===== config.mk =====
export PLATFORM = sky130hd
export DESIGN_NAME = flv_tag_header_framer_unit_flat
export DESIGN_NICKNAME = d
export VERILOG_FILES = /design/src/sv/flvthf_pkg.sv /design/src/sv/flvthf_if.sv /design/src/sv/flvthf_build.sv /design/src/sv/flv_tag_header_framer_unit.sv /design/src/flat_wrapper.sv
export SDC_FILE = /design/constraint.sdc
export NUM_CORES = 1
export LEC_CHECK = 0
export BUFFER_PORTS_ARGS = -buffer_cell sky130_fd_sc_hd__buf_4
export CAP_MARGIN = 10
export CORE_AREA = 2 2 153 155
export DETAILED_ROUTE_END_ITERATION = 10
export DIE_AREA = 0 0 155 157
export HOLD_SLACK_MARGIN = 0.15
export PLACE_DENSITY = 0.91
export SYNTH_ARGS = -nofsm -noshare
export SYNTH_HDL_FRONTEND = slang
export SYNTH_SLANG_ARGS = --single-unit

===== constraint.sdc =====
create_clock -name clk -period 17.4 [get_ports clk]
set_input_delay 3.48 -clock clk [delete_from_list [all_inputs] [get_ports clk]]
set_output_delay 3.48 -clock clk [all_outputs]
set_load 0.005 [all_outputs]

===== src/sv/flvthf_pkg.sv =====
// Shared types and constants for the FLV tag header framer.
`default_nettype none
package flvthf_pkg;

  typedef enum logic [1:0] {
    FUNC_START = 2'd0,
    FUNC_MEDIA = 2'd1,
    FUNC_DATA  = 2'd2,
    FUNC_NONE  = 2'd3
  } func_t;

  localparam int FRAME_BYTES   = 15;
  localparam int LEN_W         = 4;
  localparam int FILE_HDR_LEN  = 9;
  localparam int TAG_HDR_LEN   = 11;

  localparam logic [7:0] CH_F        = 8'h46;
  localparam logic [7:0] CH_L        = 8'h4C;
  localparam logic [7:0] CH_V        = 8'h56;
  localparam logic [7:0] FLV_VERSION = 8'h01;
  localparam logic [7:0] FILE_HDR_SZ = 8'h09;

  typedef struct packed {
    func_t        func;
    logic [7:0]   tag_type;
    logic [23:0]  payload_size;
    logic [31:0]  stamp_in;
    logic         has_audio;
    logic         has_video;
  } in_item_t;

  // Byte 0 goes out first.
  typedef struct packed {
    logic [FRAME_BYTES-1:0][7:0] bytes;
    logic [LEN_W-1:0]            len;
  } frame_t;

endpackage
`default_nettype wire


===== src/sv/flvthf_if.sv =====
// Valid/ready channel interfaces for requests and result bytes.
`default_nettype none
interface flvthf_in_if;
  logic        valid;
  logic        ready;
  logic [1:0]  func;
  logic [7:0]  tag_type;
  logic [23:0] payload_size;
  logic [31:0] stamp_in;
  logic        has_audio;
  logic        has_video;

  modport source (output valid, func, tag_type, payload_size, stamp_in, has_audio, has_video,
                  input ready);
  modport sink (input valid, func, tag_type, payload_size, stamp_in, has_audio, has_video,
                output ready);
endinterface

interface flvthf_out_if;
  logic       valid;
  logic       ready;
  logic [7:0] out_byte;
  logic       last_byte;

  modport source (output valid, out_byte, last_byte, input ready);
  modport sink (input valid, out_byte, last_byte, output ready);
endinterface
`default_nettype wire


===== src/sv/flvthf_build.sv =====
// Frame builder: timestamp rebasing, previous-size tracking and byte layout.
`default_nettype none
module flvthf_build (
  input  wire logic               clk,
  input  wire logic               rst,
  input  wire logic               load,
  input  wire flvthf_pkg::in_item_t item,
  output flvthf_pkg::frame_t      frame
);
  import flvthf_pkg::*;

  logic [31:0] running_prev_size;
  logic [31:0] first_stamp [2];

  logic        idx;
  logic [31:0] stored;
  logic [31:0] base;
  logic        in_order;
  logic [31:0] ts;
  logic [7:0]  flags;

  assign idx      = item.tag_type[0];
  assign stored   = first_stamp[idx];
  // Unset entry takes this stamp as its base.
  assign base     = (stored == 32'd0) ? item.stamp_in : stored;
  assign in_order = item.stamp_in >= base;
  assign flags    = {5'd0, item.has_audio, 1'b0, item.has_video};

  always_comb begin
    ts = item.stamp_in;
    if (item.func == FUNC_MEDIA) begin
      ts = in_order ? (item.stamp_in - base) : 32'd0;
    end
  end

  always_comb begin
    frame.bytes = '0;
    frame.len   = '0;
    case (item.func)
      FUNC_START: begin
        frame.bytes[0] = CH_F;
        frame.bytes[1] = CH_L;
        frame.bytes[2] = CH_V;
        frame.bytes[3] = FLV_VERSION;
        frame.bytes[4] = flags;
        frame.bytes[8] = FILE_HDR_SZ;
        frame.len      = LEN_W'(FILE_HDR_LEN);
      end
      FUNC_MEDIA, FUNC_DATA: begin
        frame.bytes[0]  = running_prev_size[31:24];
        frame.bytes[1]  = running_prev_size[23:16];
        frame.bytes[2]  = running_prev_size[15:8];
        frame.bytes[3]  = running_prev_size[7:0];
        frame.bytes[4]  = item.tag_type;
        frame.bytes[5]  = item.payload_size[23:16];
        frame.bytes[6]  = item.payload_size[15:8];
        frame.bytes[7]  = item.payload_size[7:0];
        frame.bytes[8]  = ts[23:16];
        frame.bytes[9]  = ts[15:8];
        frame.bytes[10] = ts[7:0];
        frame.bytes[11] = ts[31:24];
        frame.len       = LEN_W'(FRAME_BYTES);
      end
      default: begin
        frame.len = '0;
      end
    endcase
  end

  always_ff @(posedge clk) begin
    if (rst) begin
      running_prev_size <= '0;
      first_stamp[0]    <= '0;
      first_stamp[1]    <= '0;
    end else if (load) begin
      case (item.func)
        FUNC_START: begin
          running_prev_size <= '0;
          first_stamp[0]    <= '0;
          first_stamp[1]    <= '0;
        end
        FUNC_MEDIA: begin
          running_prev_size <= running_prev_size + {8'd0, item.payload_size}
                               + 32'(TAG_HDR_LEN);
          if (in_order) begin
            first_stamp[idx] <= base;
          end else begin
            // Stamp went backwards: drop both bases.
            first_stamp[0] <= '0;
            first_stamp[1] <= '0;
          end
        end
        FUNC_DATA: begin
          running_prev_size <= running_prev_size + {8'd0, item.payload_size}
                               + 32'(TAG_HDR_LEN);
        end
        default: begin
        end
      endcase
    end
  end

  a_start_clears: assert property (@(posedge clk) disable iff (rst)
    load && item.func == FUNC_START |=>
      running_prev_size == 32'd0 && first_stamp[0] == 32'd0 && first_stamp[1] == 32'd0)
    else $error("stream start did not clear state");

  a_backwards_clears: assert property (@(posedge clk) disable iff (rst)
    load && item.func == FUNC_MEDIA && !in_order |=>
      first_stamp[0] == 32'd0 && first_stamp[1] == 32'd0)
    else $error("out-of-order stamp did not clear bases");

  a_media_ts_bounded: assert property (@(posedge clk) disable iff (rst)
    item.func == FUNC_MEDIA && in_order |-> ts <= item.stamp_in)
    else $error("rebased stamp exceeds input stamp");

endmodule
`default_nettype wire


===== src/sv/flv_tag_header_framer_unit.sv =====
// Timing: an accepted request waits in the input register until the byte shifter is free,
// then loads its frame; its first byte is valid right after the load, then one byte per
// cycle while the result port is ready. A tag frame is 15 bytes and a stream start 9;
// the input register takes the next request while bytes still drain.
// Reset: clears the running previous-tag size, both first stamps and all valid flags.
`default_nettype none
module flv_tag_header_framer_unit (
  input wire logic    clk,
  input wire logic    rst,
  flvthf_in_if.sink   item,
  flvthf_out_if.source result
);
  import flvthf_pkg::*;

  in_item_t             in_q;
  logic                 in_valid;
  logic [FRAME_BYTES-1:0][7:0] frame_bytes;
  logic [LEN_W-1:0]     remain;
  frame_t               built;
  logic                 frame_free;
  logic                 load;
  logic                 item_acc;
  logic                 out_acc;

  assign out_acc    = result.valid && result.ready;
  assign frame_free = (remain == '0) || (remain == LEN_W'(1) && result.ready);
  assign load       = in_valid && frame_free;
  assign item.ready = !in_valid || load;
  assign item_acc   = item.valid && item.ready;

  assign result.valid     = remain != '0;
  assign result.out_byte  = frame_bytes[0];
  assign result.last_byte = remain == LEN_W'(1);

  flvthf_build u_build (
    .clk   (clk),
    .rst   (rst),
    .load  (load),
    .item  (in_q),
    .frame (built)
  );

  // Request holding register.
  always_ff @(posedge clk) begin
    if (item_acc) begin
      in_q.func         <= func_t'(item.func);
      in_q.tag_type     <= item.tag_type;
      in_q.payload_size <= item.payload_size;
      in_q.stamp_in     <= item.stamp_in;
      in_q.has_audio    <= item.has_audio;
      in_q.has_video    <= item.has_video;
    end
  end

  always_ff @(posedge clk) begin
    if (rst) begin
      in_valid <= 1'b0;
    end else if (item_acc) begin
      in_valid <= 1'b1;
    end else if (load) begin
      in_valid <= 1'b0;
    end
  end

  // Byte shifter: load a new frame or advance one byte per accepted result.
  always_ff @(posedge clk) begin
    if (load) begin
      frame_bytes <= built.bytes;
    end else if (out_acc) begin
      frame_bytes <= {8'd0, frame_bytes[FRAME_BYTES-1:1]};
    end
  end

  always_ff @(posedge clk) begin
    if (rst) begin
      remain <= '0;
    end else if (load) begin
      remain <= built.len;
    end else if (out_acc) begin
      remain <= remain - LEN_W'(1);
    end
  end

  a_remain_range: assert property (@(posedge clk) disable iff (rst)
    remain <= LEN_W'(FRAME_BYTES))
    else $error("byte count out of range");

  a_request_held: assert property (@(posedge clk) disable iff (rst)
    in_valid && !frame_free |=> in_valid && $stable(in_q))
    else $error("pending request lost");

  a_start_frame: assert property (@(posedge clk) disable iff (rst)
    load && in_q.func == FUNC_START |=>
      frame_bytes[0] == CH_F && remain == LEN_W'(FILE_HDR_LEN))
    else $error("file header not loaded");

  a_tag_frame: assert property (@(posedge clk) disable iff (rst)
    load && (in_q.func == FUNC_MEDIA || in_q.func == FUNC_DATA) |=>
      remain == LEN_W'(FRAME_BYTES))
    else $error("tag frame length wrong");

endmodule
`default_nettype wire


===== src/flat_wrapper.sv =====
// flat-port wrapper written by rule: the top's interface ports become plain ports
module flv_tag_header_framer_unit_flat import flvthf_pkg::*;
  (clk, rst, item_valid, item_func, item_tag_type, item_payload_size, item_stamp_in, item_has_audio, item_has_video, item_ready, result_valid, result_out_byte, result_last_byte, result_ready);
  flvthf_in_if item_i ();
  flvthf_out_if result_i ();
  input wire logic clk;
  input wire logic rst;
  input wire logic [$bits(item_i.valid)-1:0] item_valid;
  input wire logic [$bits(item_i.func)-1:0] item_func;
  input wire logic [$bits(item_i.tag_type)-1:0] item_tag_type;
  input wire logic [$bits(item_i.payload_size)-1:0] item_payload_size;
  input wire logic [$bits(item_i.stamp_in)-1:0] item_stamp_in;
  input wire logic [$bits(item_i.has_audio)-1:0] item_has_audio;
  input wire logic [$bits(item_i.has_video)-1:0] item_has_video;
  output wire logic [$bits(item_i.ready)-1:0] item_ready;
  output wire logic [$bits(result_i.valid)-1:0] result_valid;
  output wire logic [$bits(result_i.out_byte)-1:0] result_out_byte;
  output wire logic [$bits(result_i.last_byte)-1:0] result_last_byte;
  input wire logic [$bits(result_i.ready)-1:0] result_ready;
  assign item_i.valid = item_valid;
  assign item_i.func = item_func;
  assign item_i.tag_type = item_tag_type;
  assign item_i.payload_size = item_payload_size;
  assign item_i.stamp_in = item_stamp_in;
  assign item_i.has_audio = item_has_audio;
  assign item_i.has_video = item_has_video;
  assign item_ready = item_i.ready;
  assign result_valid = result_i.valid;
  assign result_out_byte = result_i.out_byte;
  assign result_last_byte = result_i.last_byte;
  assign result_i.ready = result_ready;
  flv_tag_header_framer_unit u_core (.clk(clk), .rst(rst), .item(item_i), .result(result_i));
endmodule

# Word level (Yosys, flattened, before mapping)
# Memory sizes are Yosys's and may differ from the RTL's. A register that Yosys moved wholly into a read port is not among the register bits.
# Cells that the tools add are included.
# classes
n_lt_le_gt_ge	1
eq_ne	3
n_addsub	4
n_mux	39
n_bitwise	4
reduce_logical	17
# op_table
cell	n
32-bit two-way mux	8
96-bit two-way mux	2
40-bit case mux with 2 select lines	1
32-bit case mux with 2 select lines	1
24-bit two-way mux	2
32-bit by 24-bit adder with 32-bit output	1
32-bit by 4-bit adder with 32-bit output (second input constant)	1
32-bit greater-or-equal comparator	1
32-bit logical NOT	1
32-bit OR reduction	1
32-bit subtractor	1
1-bit two-way mux	21
8-bit case mux with 2 select lines	1
4-bit two-way mux	2
4-bit case mux with 2 select lines	1
2-bit nonzero test	3
4-bit by 1-bit == test with 1-bit output (second input constant)	1
1-bit logical AND	4
4-bit logical NOT	1
1-bit OR	4
4-bit nonzero test	1
4-bit by 1-bit subtractor with 4-bit output (second input constant)	1
2-bit by 1-bit == test with 1-bit output (second input constant)	1
2-bit == test (second input constant)	1
other kinds (5)	6
# totals
output_inout_bits	11
ram_bits	64
wordCells	90
reg_bits	201
mem_count	1
inputBits	72
# memory_table
memory	words	word_bits	rd	rd_clocked_by_memory_dff	write_ports	line	source
u_core.u_build.first_stamp	2	32	1	1	2	flvthf_build.sv:13	logic [31:0] first_stamp [2];

# Logic depth before layout (Yosys ltp)
# depth
word_depth	10
depth_mapped	24
mapped_depth_nobuf	18

# Hierarchy
# Synthesis repeated with hierarchy kept, for this count alone.
# hier_totals
hier_cells	1617
hier_area_um2	16065.4
# modules_own_cells
module	seq_area_each_um2	n_inst	cells_each	area_each_um2
flvthf_build	2562.5	1	1009	8535.7
flv_tag_header_framer_unit	5745.5	1	608	7529.7

# Least setup slack after synthesis
# No wires, ideal clock.
# synth_timing
path_kind	input -> output
from	input result_ready
to	output item_ready
stages	2
arrival_time_ns	3.769
path_buffers	0
required_time_ns	13.920
setup_slack_ns	10.151
path_cell_list	a21boi_1 nand2_1
# synth_between
elab_chain_cells	4
# synth_lines
element	line	source
start, declared	flat_wrapper.sv:19	input wire logic [$bits(result_i.ready)-1:0] result_ready;
1-bit logical AND	flv_tag_header_framer_unit.sv:26	assign frame_free = (remain == '0) || (remain == LEN_W'(1) && result.ready);
1-bit logical OR	flv_tag_header_framer_unit.sv:26	
1-bit logical AND	flv_tag_header_framer_unit.sv:27	assign load = in_valid && frame_free;
1-bit logical OR	flv_tag_header_framer_unit.sv:28	assign item.ready = !in_valid || load;
end, declared	flat_wrapper.sv:15	output wire logic [$bits(item_i.ready)-1:0] item_ready;
# Every way passes these cells.

# Worst setup path in the final report
# Ends and elaborated chain as after synthesis.

==> flow_summary.toml <==
[timing]
grt_setup_unrepaired = "false"
tightest_slew_ns = 1.07
skew_ns = 0.0110
max-slew-margin-rel_pct = 28.4
setup_viol = 0
fin_crit_sh_pct = 44.2
period_minus_slack_ns = 7.69
fin_setup_tns_ns = 0
drv_slew = 0
fmax_mhz = 130
hold_viol = 0
fin_ws_ns = 9.71

[status]
status = "finished, final reports clean"

[setup_path]
path_delay_family = "compound AO/OA/AOI/OAI gates"
crit_fanout = 4
cp.buffers_inverters = 2
crit_arrival_ns = 4.21
reg2reg_depth = 18
cpMaxStageDelayCell = "a21boi_1"
crit_type = "primary input to primary output"
slowest_delay_ns = 0.32
cp_cell_sequence = "buf_4, a21boi_1, nand2_1, buf_4"
crit_cells = 4
start_kind = "primary input"
cp.required_ns = 13.92
rrSetupSlack_ns = 11.52
cpMostUsedCell = "buf_4"
r2r-end = "u_core.u_build.first_stamp[1][23]"
worstSetupEndpointType = "primary output"

[place]
dpl_cell_area_sq_um = 15100
gp_congestion = 0.980
place_ws_ns = 9.72
portBuffers = 82
hpwlAfterDp_microns = 25500

[finish]
fin_nets = 1548
register_area_sq_um = 7610
design_area_sq_um = 16000
post-route-util_pct = 71.3
final_common_cell = "edfxtp_1"
multi_input_area_sq_um = 6350
diodes = 0
drive_above_1_share_pct = 12.4
n_fill_cell = 1557
area_growth_pct = 11.1
most-common-layout-cells = "edfxtp_1, nand2_1, nor2_1, buf_4, ha_1"

[cts]
clk_latency_ns = 0.55
post_cts_buffers = 0
cts-root-buf = "clkbuf_16"
numCtsBuffers = 28
cts_hold_buf = 0
cts_resized = 0
cts_tree = "done"
cts_num_sinks = 266
htreeDepth = 1
clk_pin_slew_ns = 0.06
clockBufferDepth = 3

[synthesis]
synthArstFlopShare_pct = 0
synth_area_per_cell_sq_um = 10.7
synth_edf_count = 228
synth_fa_ha_area_share_pct = 7.40
postSynthRegisterBits = 266
synth_top_family_by_area = "compound AO/OA/AOI/OAI gates"
synth_seq_area_share_pct = 52.7
synthesis.area_sq_um = 14400
postSynthCellCount = 1345
synth_compound_area_share_pct = 17.2
ys.flop_type = "edfxtp_1"
synth.distinct_cells = 78
synth-simple-area-share_pct = 15.7
synth_xor_area_share_pct = 2.85
synthesis.nets = 1501
synth_mux_area_share_pct = 0.633
ys_warn_count = 0

[floorplan]
die_y_microns = 157
dieArea_sq_um = 24300
initial_utilization_pct = 64.1
num_rows = 55
pin_count = 83
die_w_microns = 155
coreArea_sq_um = 22500

[grt]
gr-usage-all-layers_pct = 29.7
antenna_found_initial = 0
grt_pass1_wl_microns = 56700
grt_start_max_net_pins = 104
grt_pass1_vias = 10700
gr-total-overflow = 0

[pwr]
pwr-share-comb_pct = 31.9
pwr_density_cell_nw_per_um2 = 146
p_int_uw = 1540
p_seq_share_pct = 43.3
clkPwrFrac_pct = 24.8
max-vdd-ir-drop_mv = 0.103
p_total_uw = 2350
switching_share_pct = 34.6
power_leakage_uw = 0.00639
p_sw_uw = 813

[worst_hold_path]
hold_class = "flop to flop"
hp-start = "u_core.u_build.running_prev_size[0]"
holdPathEnd = "u_core.u_build.running_prev_size[0]"
hold-path-cell-count = 2

[routing]
routedWlPerCell_microns = 21.4
ant_nets = 0
drt-total-wl_microns = 36400
viasPerCell = 6.51
via_count = 11100
drt-pass1-iter-count = 7
drtIter0Drc = 1060
drc = 0

[flow_run]
cap_violations = 0
## cell usage after synthesis (3+ instances only)
cell        n  area share, %
buf_6       9           0.70
buf_4       8           0.42
o21ai_1     3           0.10
nor4_1     13           0.56
inv_1      33           0.86
or4_1       5           0.26
o21bai_1   13           0.68
nand2b_1   10           0.43
nor3_1     14           0.49
o31ai_1    12           0.62
xor2_1     26            1.6
a211oi_1    3           0.16
a32oi_1     4           0.24
nor2b_1    37            1.6
a22oi_1    32            1.7
a221o_1     9           0.62
a21oi_1    60            2.1
o22ai_1     3           0.13
a21o_1     39            2.0
nand4_1     7           0.30
buf_1       4           0.10
a311oi_1    6           0.36
xnor2_1    21            1.3
nand3b_1    3           0.16
a21boi_0    3           0.16
and2_1      8           0.35
ha_1       83            7.2
a31oi_1    12           0.52
and3_1     12           0.52
dfxtp_1    38            5.3
a221oi_1   34            2.1
nand3_1    65            2.3
a22o_1      5           0.30
a221oi_2    3           0.31
or2_2       5           0.22
o21a_1      8           0.42
or3_1       7           0.30
nand2_1   173            4.5
o211ai_1   10           0.52
o21ai_0    63            2.2
edfxtp_1  228             47
clkbuf_1   53            1.4
nor2_1    118            3.1
## power groups by stage
stage                     Combinational, uW  Sequential (uW)  Clock, uW
after floorplan                         552              990          0
after global placement                  711             1020          0
after detailed placement                740             1020          0
after CTS                               744             1010        584
after global routing                    827             1030        605
final                                   751             1020        582
## area by class of cell
class	instances	share of cell area [%]
flip-flops and latches	266	47.4
well taps	285	2.22
repair buffers	92	4.31
inverters	35	0.819
multi-input cells	969	39.6
clock buffers	34	4.77
clock inverters	18	0.889
## metrics by stage
stage	instances	hold slack, ns
2_1_floorplan	1345	0.432
6_report	1699	0.465
5_1_grt	1699	0.490
3_3_place_gp	1647	0.439
4_1_cts	1699	0.464
3_5_place_dp	1647	0.455
## worst max path at each step
stage / to / startpoint
final: item_ready / result_ready
after global routing: item_ready / result_ready
after CTS: item_ready / result_ready
after detailed placement: item_ready / result_ready
after global placement: item_ready / result_ready
after floorplan: item_ready / result_ready
## logic make-up after synthesis
logic type                 after synthesis
and+or+nand+nor                        486
AOI/OAI and AO/OA                      345
DFF                                    266
buffers and inverters                  110
adders and majority gates               85
xor gates and xnor gates                47
muxes                                    6
## layer usage
metal	GRT usage [%]	vias to the layer above	part of all wire (%)
met4	15.0	0	5.2
met1	37.0	5297	38
li1	-	5144	-
met3	3.69	105	7.1
met2	51.5	514	49
met5	0	-	0
## tightest hold or removal path, cell delays in order (launching register included)
cell and delay, ns:
dfxtp_1 0.31, nand2_1 0.06, a21oi_1 0.05
## sequential cells by signal (all words and copies together), names as in the netlist, named ones only
signal / cells
u_core.frame_bytes: 88
u_core.u_build.first_stamp: 64
u_core.remain: 4
u_core.u_build.running_prev_size: 32
u_core.in_valid: 1
u_core.result.out_byte: 8
u_core.in_q: 68
Note: power is estimated with default switching activity, not from simulation.
